**config.mk**
```make
export PLATFORM = sky130hd
export DESIGN_NAME = sorted_insertion_buffer_flat
export DESIGN_NICKNAME = d
export VERILOG_FILES = /design/src/rtl/sib_pkg.sv /design/src/rtl/sib_in_if.sv /design/src/rtl/sib_out_if.sv /design/src/rtl/sorted_insertion_buffer.sv /design/src/rtl/sib_cell.sv /design/src/flat_wrapper.sv
export VERILOG_INCLUDE_DIRS = /design/src /design/src/rtl
export SDC_FILE = /design/constraint.sdc
export NUM_CORES = 2
export LEC_CHECK = 0
export BUFFER_PORTS_ARGS = -buffer_cell sky130_fd_sc_hd__buf_2
export CORE_AREA = 2 2 289 291
export DETAILED_ROUTE_END_ITERATION = 16
export DIE_AREA = 0 0 291 293
export PLACE_DENSITY_LB_ADDON = 0.1
export SLEW_MARGIN = 20
export SYNTH_ARGS = -nofsm -noshare
export SYNTH_HDL_FRONTEND = slang
export SYNTH_SLANG_ARGS = --single-unit
```
**constraint.sdc**
```tcl
create_clock -name clk_i -period 6.4 [get_ports clk_i]
set_clock_uncertainty 0.15 [all_clocks]
set_input_delay 0.64 -clock clk_i [delete_from_list [all_inputs] [get_ports clk_i]]
set_output_delay 0.64 -clock clk_i [all_outputs]
set_load 0.005 [all_outputs]
```
**src/rtl/assert_macros.svh**
```systemverilog
// ----------------------------------------------------------------------------
// Assertion macros
// Shared wrappers for concurrent assertions clocked on clk_i, reset by rst_ni.
// ----------------------------------------------------------------------------
`ifndef ASSERT_MACROS_SVH
`define ASSERT_MACROS_SVH

// The consequent must hold in the same cycle as the antecedent.
`define SIB_ASSERT_IMPL(lbl, ante, cons, msg) \
  lbl: assert property (@(posedge clk_i) disable iff (!rst_ni) (ante) |-> (cons)) \
    else $error(msg);

// The consequent must hold in the cycle after the antecedent.
`define SIB_ASSERT_NEXT(lbl, ante, cons, msg) \
  lbl: assert property (@(posedge clk_i) disable iff (!rst_ni) (ante) |=> (cons)) \
    else $error(msg);

`endif

```
**src/rtl/sib_pkg.sv**
```systemverilog
// ----------------------------------------------------------------------------
// Sorted insertion buffer package
// Sizes, opcodes and shared types of the sorted insertion buffer.
// ----------------------------------------------------------------------------
package sib_pkg;

  // Number of entries the buffer can hold.
  localparam int unsigned CAPACITY = 16;

  localparam int unsigned VAL_W = 32;
  localparam int unsigned POS_W = 4;
  localparam int unsigned IDX_W = (CAPACITY > 1) ? $clog2(CAPACITY) : 1;
  localparam int unsigned CNT_W = $clog2(CAPACITY + 1);

  localparam logic OP_INSERT = 1'b0;
  localparam logic OP_CLEAR  = 1'b1;

  typedef logic signed [VAL_W-1:0] value_t;

  // Command broadcast to every cell of the chain.
  typedef struct packed {
    logic   ins;    // Insert the value at its sorted place.
    logic   rot;    // Rotate the occupied part one place toward cell 0.
    value_t value;  // Value being inserted.
  } cell_cmd_t;

endpackage

```
**src/rtl/sib_in_if.sv**
```systemverilog
// ----------------------------------------------------------------------------
// Sorted insertion buffer input channel
// Valid/ready channel that carries one command transaction.
// ----------------------------------------------------------------------------
interface sib_in_if import sib_pkg::*; ();
  logic   valid;
  logic   ready;
  logic   opcode;
  value_t value;

  modport source (output valid, output opcode, output value, input ready);
  modport sink (input valid, input opcode, input value, output ready);
endinterface

```
**src/rtl/sib_out_if.sv**
```systemverilog
// ----------------------------------------------------------------------------
// Sorted insertion buffer output channel
// Valid/ready channel that carries one result transaction per entry.
// ----------------------------------------------------------------------------
interface sib_out_if import sib_pkg::*; ();
  logic             valid;
  logic             ready;
  logic [POS_W-1:0] position;
  value_t           entry_value;
  logic             entry_valid;
  logic             last;
  logic             overflow;

  modport source (
    output valid, output position, output entry_value, output entry_valid,
    output last, output overflow, input ready
  );
  modport sink (
    input valid, input position, input entry_value, input entry_valid,
    input last, input overflow, output ready
  );
endinterface

```
**src/rtl/sorted_insertion_buffer.sv**
```systemverilog
// ----------------------------------------------------------------------------
// Sorted insertion buffer
// Keeps signed values in ascending order and streams the contents out.
// ----------------------------------------------------------------------------
// The block takes command transactions on in_i and returns result
// transactions on out_o, both valid/ready channels. An insert places the
// value after every stored entry that is not greater than it, in the same
// cycle it is accepted, and then the whole sorted contents are sent, one
// transaction per entry, with last set on the final one. A clear empties the
// store and sends a single transaction with entry_valid low. An insert into
// a full store is dropped and the unchanged contents go out with overflow set.
// After acceptance the sequencer enters its emit state, which loads the
// first result into the result register. The readout rotates the chain one
// place per cycle and the input waits until the last result has been
// registered, so no new command is taken while a readout is in flight.
// A stall on out_o holds the result register and freezes the rotation.
// Reset empties the store; the cell contents themselves are not cleared.
// ----------------------------------------------------------------------------
`include "assert_macros.svh"

module sorted_insertion_buffer import sib_pkg::*; (
  input  logic     clk_i,
  input  logic     rst_ni,
  sib_in_if.sink   in_i,
  sib_out_if.source out_o
);

  localparam logic ST_IDLE = 1'b0;
  localparam logic ST_EMIT = 1'b1;

  logic             state_q;
  logic [CNT_W-1:0] cnt_q;
  logic [IDX_W-1:0] idx_q;
  logic             clr_q;
  logic             ovf_q;

  logic             out_valid_q;
  logic [POS_W-1:0] out_pos_q;
  value_t           out_val_q;
  logic             out_ev_q;
  logic             out_last_q;
  logic             out_ovf_q;

  logic      in_acc;
  logic      is_clr;
  logic      full;
  logic      out_free;
  logic      emit_step;
  logic      emit_last;
  cell_cmd_t cmd;

  value_t              cell_val [CAPACITY];
  logic [CAPACITY-1:0] cell_gt;

  // Commands are only taken while no readout is in flight.
  assign in_i.ready = (state_q == ST_IDLE);
  assign in_acc     = in_i.valid && in_i.ready;
  assign is_clr     = (in_i.opcode == OP_CLEAR);
  assign full       = (cnt_q == CNT_W'(CAPACITY));

  // The result register may be reloaded when empty or being drained.
  assign out_free  = !out_valid_q || out_o.ready;
  assign emit_step = (state_q == ST_EMIT) && out_free;
  assign emit_last = clr_q || (idx_q == IDX_W'(cnt_q - CNT_W'(1)));

  assign cmd.ins   = in_acc && !is_clr && !full;
  assign cmd.rot   = emit_step && !clr_q;
  assign cmd.value = in_i.value;

  // The chain of cells. Each cell sees its lower neighbor for the insert
  // shift and its upper neighbor for the readout rotation. The top occupied
  // cell wraps around to cell 0, so after one full readout every entry is
  // back in its place.
  for (genvar i = 0; i < CAPACITY; i++) begin : g_cell
    logic   occ;
    logic   tail;
    logic   wrap;
    value_t prev_val;
    logic   prev_gt;
    value_t next_val;
    value_t rot_val;

    assign occ  = (CNT_W'(i) < cnt_q);
    assign tail = (cnt_q == CNT_W'(i));
    assign wrap = (cnt_q == CNT_W'(i + 1));

    if (i == 0) begin : g_first
      assign prev_val = cell_val[0];
      assign prev_gt  = 1'b0;
    end else begin : g_inner
      assign prev_val = cell_val[i-1];
      assign prev_gt  = cell_gt[i-1];
    end

    if (i == CAPACITY - 1) begin : g_top
      assign next_val = cell_val[0];
    end else begin : g_below
      assign next_val = cell_val[i+1];
    end

    assign rot_val = wrap ? cell_val[0] : next_val;

    sib_cell u_cell (
      .clk_i      (clk_i),
      .cmd_i      (cmd),
      .occ_i      (occ),
      .tail_i     (tail),
      .prev_val_i (prev_val),
      .prev_gt_i  (prev_gt),
      .rot_val_i  (rot_val),
      .val_o      (cell_val[i]),
      .gt_o       (cell_gt[i])
    );
  end

  // Control: fill count, readout index and the two-state sequencer.
  always_ff @(posedge clk_i or negedge rst_ni) begin
    if (!rst_ni) begin
      state_q <= ST_IDLE;
      cnt_q   <= '0;
      idx_q   <= '0;
      clr_q   <= 1'b0;
      ovf_q   <= 1'b0;
    end else begin
      unique case (state_q)
        ST_IDLE: begin
          if (in_acc) begin
            state_q <= ST_EMIT;
            idx_q   <= '0;
            clr_q   <= is_clr;
            ovf_q   <= !is_clr && full;
            if (is_clr) begin
              cnt_q <= '0;
            end else if (!full) begin
              cnt_q <= cnt_q + CNT_W'(1);
            end
          end
        end
        ST_EMIT: begin
          if (emit_step) begin
            if (emit_last) begin
              state_q <= ST_IDLE;
            end else begin
              idx_q <= idx_q + IDX_W'(1);
            end
          end
        end
        default: begin
          state_q <= ST_IDLE;
        end
      endcase
    end
  end

  always_ff @(posedge clk_i or negedge rst_ni) begin
    if (!rst_ni) begin
      out_valid_q <= 1'b0;
    end else if (emit_step) begin
      out_valid_q <= 1'b1;
    end else if (out_o.ready) begin
      out_valid_q <= 1'b0;
    end
  end

  // Result payload; cell 0 always holds the entry due next.
  always_ff @(posedge clk_i) begin
    if (emit_step) begin
      if (clr_q) begin
        out_pos_q  <= '0;
        out_val_q  <= '0;
        out_ev_q   <= 1'b0;
        out_last_q <= 1'b1;
        out_ovf_q  <= 1'b0;
      end else begin
        out_pos_q  <= POS_W'(idx_q);
        out_val_q  <= cell_val[0];
        out_ev_q   <= 1'b1;
        out_last_q <= emit_last;
        out_ovf_q  <= ovf_q;
      end
    end
  end

  assign out_o.valid       = out_valid_q;
  assign out_o.position    = out_pos_q;
  assign out_o.entry_value = out_val_q;
  assign out_o.entry_valid = out_ev_q;
  assign out_o.last        = out_last_q;
  assign out_o.overflow    = out_ovf_q;

  // The fill count never runs past the capacity.
  `SIB_ASSERT_IMPL(a_cnt_bound, 1'b1, cnt_q <= CNT_W'(CAPACITY), "entry count above capacity")

  // An insert into a store that is not full grows it by exactly one entry.
  `SIB_ASSERT_NEXT(a_cnt_grow, in_acc && !is_clr && !full, cnt_q == $past(cnt_q) + CNT_W'(1), "insert did not add one entry")

  // A readout of contents always has at least one entry to send.
  `SIB_ASSERT_IMPL(a_emit_nonempty, (state_q == ST_EMIT) && !clr_q, cnt_q != '0, "readout of an empty store")

  // A clear leaves the store empty on the following cycle.
  `SIB_ASSERT_NEXT(a_clear_empty, in_acc && is_clr, cnt_q == '0, "clear left entries behind")

endmodule

```
**src/rtl/sib_cell.sv**
```systemverilog
// ----------------------------------------------------------------------------
// Sorted insertion buffer cell
// One storage slot of the sorted chain with its compare and shift logic.
// ----------------------------------------------------------------------------
module sib_cell import sib_pkg::*; (
  input  logic      clk_i,
  input  cell_cmd_t cmd_i,
  input  logic      occ_i,       // This slot holds a valid entry.
  input  logic      tail_i,      // This slot is the first free one.
  input  value_t    prev_val_i,
  input  logic      prev_gt_i,
  input  value_t    rot_val_i,
  output value_t    val_o,
  output logic      gt_o
);

  value_t val_q, val_d;

  // Entries are ascending, so the cells that hold a greater value form a
  // contiguous run at the top of the occupied part.
  assign gt_o = occ_i && (val_q > cmd_i.value);

  always_comb begin
    val_d = val_q;
    if (cmd_i.ins) begin
      if (prev_gt_i) begin
        val_d = prev_val_i;
      end else if (gt_o || tail_i) begin
        val_d = cmd_i.value;
      end
    end else if (cmd_i.rot && occ_i) begin
      val_d = rot_val_i;
    end
  end

  always_ff @(posedge clk_i) begin
    val_q <= val_d;
  end

  assign val_o = val_q;

endmodule

```
**src/flat_wrapper.sv**
```systemverilog
// flat-port wrapper written by rule: the top's interface ports become plain ports
module sorted_insertion_buffer_flat import sib_pkg::*;
  (clk_i, rst_ni, in_i_valid, in_i_opcode, in_i_value, in_i_ready, out_o_valid, out_o_position, out_o_entry_value, out_o_entry_valid, out_o_last, out_o_overflow, out_o_ready);
  sib_in_if in_i_i ();
  sib_out_if out_o_i ();
  input  logic clk_i;
  input  logic rst_ni;
  input wire logic [$bits(in_i_i.valid)-1:0] in_i_valid;
  input wire logic [$bits(in_i_i.opcode)-1:0] in_i_opcode;
  input wire logic [$bits(in_i_i.value)-1:0] in_i_value;
  output wire logic [$bits(in_i_i.ready)-1:0] in_i_ready;
  output wire logic [$bits(out_o_i.valid)-1:0] out_o_valid;
  output wire logic [$bits(out_o_i.position)-1:0] out_o_position;
  output wire logic [$bits(out_o_i.entry_value)-1:0] out_o_entry_value;
  output wire logic [$bits(out_o_i.entry_valid)-1:0] out_o_entry_valid;
  output wire logic [$bits(out_o_i.last)-1:0] out_o_last;
  output wire logic [$bits(out_o_i.overflow)-1:0] out_o_overflow;
  input wire logic [$bits(out_o_i.ready)-1:0] out_o_ready;
  assign in_i_i.valid = in_i_valid;
  assign in_i_i.opcode = in_i_opcode;
  assign in_i_i.value = in_i_value;
  assign in_i_ready = in_i_i.ready;
  assign out_o_valid = out_o_i.valid;
  assign out_o_position = out_o_i.position;
  assign out_o_entry_value = out_o_i.entry_value;
  assign out_o_entry_valid = out_o_i.entry_valid;
  assign out_o_last = out_o_i.last;
  assign out_o_overflow = out_o_i.overflow;
  assign out_o_i.ready = out_o_ready;
  sorted_insertion_buffer u_core (.clk_i(clk_i), .rst_ni(rst_ni), .in_i(in_i_i), .out_o(out_o_i));
endmodule
```
==> key figures <==
Pwr
  • Max rail drop VDD: 0.259 mV
  • Power per cell area: approximately 260 nW/um^2
  • Static leakage: between 0.02 and 0.025 uW

Floorplan
  • Num rows: 105
  • Starting Density: between 50 and 60%
  • Die area: 85,300 um^2
  • Die Y: around 300 um
  • I/O pin cnt: 78
  • Core Area: ~82,000 um^2
  • Die Span X: 291 um

Yosys
  • Mapped cell area: 44,900 um^2
  • Area leader, netlist: edfxtp_1
  • EDFF count, synth: around 550
  • Top_reg_cell synth: edfxtp_1
  • Most frequent cell after synthesis: edfxtp_1
  • Synth Instances: 4,627
  • Top cells by count, synth: edfxtp_1 (551), ha_1 (517), nand2_1 (376)
  • Net Count, Synth: roughly 5.2k
  • Asr flop ratio synth: 2.30%
  • Library cells used by synthesis: 85
  • Ys Warns: 0
  • Share of the synthesized area in the top cell type: between 30 and 40%
  • Yosys reg bits: about 560
  • Dominant cells by area after synthesis: edfxtp_1 (37%), ha_1 (14%), mux2i_1 (5.0%), a21oi_1 (4.0%), nand2_1 (3.1%)
  • Post-synthesis sequential area ratio: between 30% and 40%
  • Mapped Avg Cell Area: between 9 and 10 um^2

Flow run
  • Max cap viols: 0

Place
  • HPWL Detailed: around 140,000 um
  • GP Congestion: 1.03
  • Buffers added on ports: 77

Clock network
  • CTS tree: built
  • H-tree depth: 3
  • Clk Tree Root Cell: clkbuf_16
  • Clk slew on worst S/H paths: roughly 0.06 ns
  • Clk_lat worst skew: ~0.65 ns
  • CTS Sinks: 564
  • CTS Buf Count: 72
  • Resized Gates After CTS: 0
  • Post-CTS setup buffers: 0
  • CTS Buffer Depth: 3

Detailed routing
  • Via count: 42.8k
  • Antenna viol nets, final: 0
  • Drt drc: 0
  • WL final: just under 200,000 um
  • Wirelength per Cell: between 30 and 40 um
  • Drt pass-1 iters: 12
  • Iter 0 DRT Violations: 5,961
  • Average vias per placed instance: around 7.5

Timing
  • Worst slew margin: 25.9%
  • Final period utilization: roughly 83%
  • Fmax: 188 MHz
  • Unrepaired setup endpoints after global routing: false
  • Setup Viol. Count Final: 0
  • Slew at the pin closest to its max-slew limit: around 1.1 ns
  • Hold_ws: between 0.1 and 0.15 ns
  • Setup TNS: 0 ns
  • Hold Vio Cnt, Final: 0
  • Slew Limit Fails: 0
  • Tmin final: 5.31 ns

Worst setup path
  • Crit Path Category: in -> reg
  • Crit start category: primary input
  • CP arrival: about 5.5 ns
  • Reg-to-reg slack, setup: about 1.5 ns
  • CP required: 6.59 ns
  • CP Max Fanout: 18
  • Crit end category: register

GRT
  • Vias in the first global route: 40.3k
  • GRT Residual Overflow: 0
  • First-pass GRT wire length: 280,000 um
  • Largest net degree at the start of global routing: approximately 160
  • Initial antenna violation count: 1
  • Gr usage total: between 40 and 50%

Layout
  • Layout cell share with drive strength beyond 1: 10.4%
  • Filler instances: approximately 7.1k
  • Area delta synth->final: 9.68%
  • Multi-input logic area: 26,300 um^2
  • Number of nets in the layout: roughly 5.1k
  • Register area: 16,900 um^2

Worst hold path
  • Hold Path Class: in -> reg

Status
  • Status: finished, final reports clean
## metal layers
metal  GRT usage (%)  wire length, um  vias up
li1                -                -    18100
met1            53.8            71000    20700
met2            69.4            86000     3151
met3            8.43            19300      913
met4            38.2            20100        2
met5               0               13        -
## placed cells by master, fill, tap and decap left out, types with 9 or more instances in the layout
cell	netlist	layout
mux2_2	32	32
edfxtp_1	551	551
nand2_1	376	370
nand4_1	144	144
buf_12	0	10
o211ai_1	51	51
mux2i_1	223	223
o21ai_0	224	221
a31o_2	33	33
buf_4	6	143
inv_1	127	126
or4_1	10	10
nor2_1	343	337
a31oi_1	77	74
bufinv_16	0	10
a21oi_1	355	350
o31ai_1	14	12
and4_1	138	138
a211o_1	134	134
nor2b_1	57	56
dfrtp_1	13	13
or3_1	10	9
and2_1	44	44
a22oi_1	34	34
nor3_1	24	22
nor4_1	85	83
clkbuf_16	0	74
buf_2	63	77
a211oi_1	81	79
o221ai_1	33	32
a21o_1	73	73
a41o_1	64	64
clkinv_1	1	14
o2111ai_1	33	33
clkbuf_1	296	12
a221o_1	109	108
a221oi_1	11	11
nand3_1	102	101
ha_1	517	517
## layout make-up
cell class,count,area share [%]
multi-input combinational,3542,53.5
sequential,564,34.3
clock buffer,91,3.99
timing repair buffer,234,3.53
tap,1070,2.72
clock inverter,41,1.01
inverter,128,0.976
antenna,1,0.00509
## path summary, 6_finish.rpt
path,start,cells past startpoint,end
max in group asynchronous,rst_ni,2,u_core.cnt_q[1]$_DFFE_PN0P_
min in group asynchronous,rst_ni,2,u_core.idx_q[0]$_DFFE_PN0P_
max,in_i_value[24],12,u_core.g_cell[3].u_cell.val_o[13]$_DFFE_PP_
min,in_i_valid,3,u_core.state_q$_DFF_PN0_
min reg2reg,u_core.ovf_q$_DFFE_PN0P_,1,u_core.ovf_q$_DFFE_PN0P_
max reg2reg,u_core.g_cell[2].u_cell.val_o[31]$_DFFE_PP_,9,u_core.g_cell[3].u_cell.val_o[13]$_DFFE_PP_
## critical path: stages
cell,delay [ns]
buf_2,0.37
inv_1,0.47
buf_4,0.32
ha_1,0.29
nand4_1,0.23
nor2_1,0.07
a221o_1,0.34
a211oi_1,0.75
a31o_1,0.88
a2111oi_2,0.22
o22ai_4,0.62
buf_12,0.25
## sequential cells by signal, summed over array words and instances (netlist names)
name and count:
u_core.out_o.entry_value 32, u_core.ovf_q 1, u_core.out_o.entry_valid 1, u_core.out_o.position 4
u_core.g_cell.u_cell.val_o 512, u_core.cnt_q 5, u_core.out_o.overflow 1, u_core.out_o.valid 1
u_core.state_q 1, u_core.out_o.last 1, u_core.clr_q 1, u_core.idx_q 4
## stage by stage
step	utilization, %	std cells	power, uW	area, um^2	worst slack, ns
2_1_floorplan	-	4627	6790	44900	0.764
3_3_place_gp	57.0	5534	8230	46600	0.763
3_5_place_dp	57.0	5535	8290	46600	0.707
4_1_cts	60.0	5668	12600	49100	1.35
5_1_grt	60.1	5670	13100	49200	0.965
6_report	60.1	5671	12800	49200	1.09
## cell families after synthesis
logic type,count (synthesis),share of synthesized area [%]
compound gates,1393,21.8
fa+ha+maj,517,14.4
mux,255,5.78
buf+inv,521,4.63
xor+xnor,9,0.176
simple gates,1368,15.6
flops,564,37.6
## where the power goes
group	total [uW]	leakage [uW]	switching (uW)	internal (uW)
Sequential	4880	0.00517	380	4500
Combinational	3530	0.0139	2440	1090
Clock	4400	0.00120	1800	2590
Total	12800	0.0202	4620	8170
## repair_timing
action | in CTS | in global routing
setup endpoints to repair | 0 | 0
endpoints found under the hold margin | 13 | 0
hold buffers | 1 | 0
(Power assumes the default switching activity.)
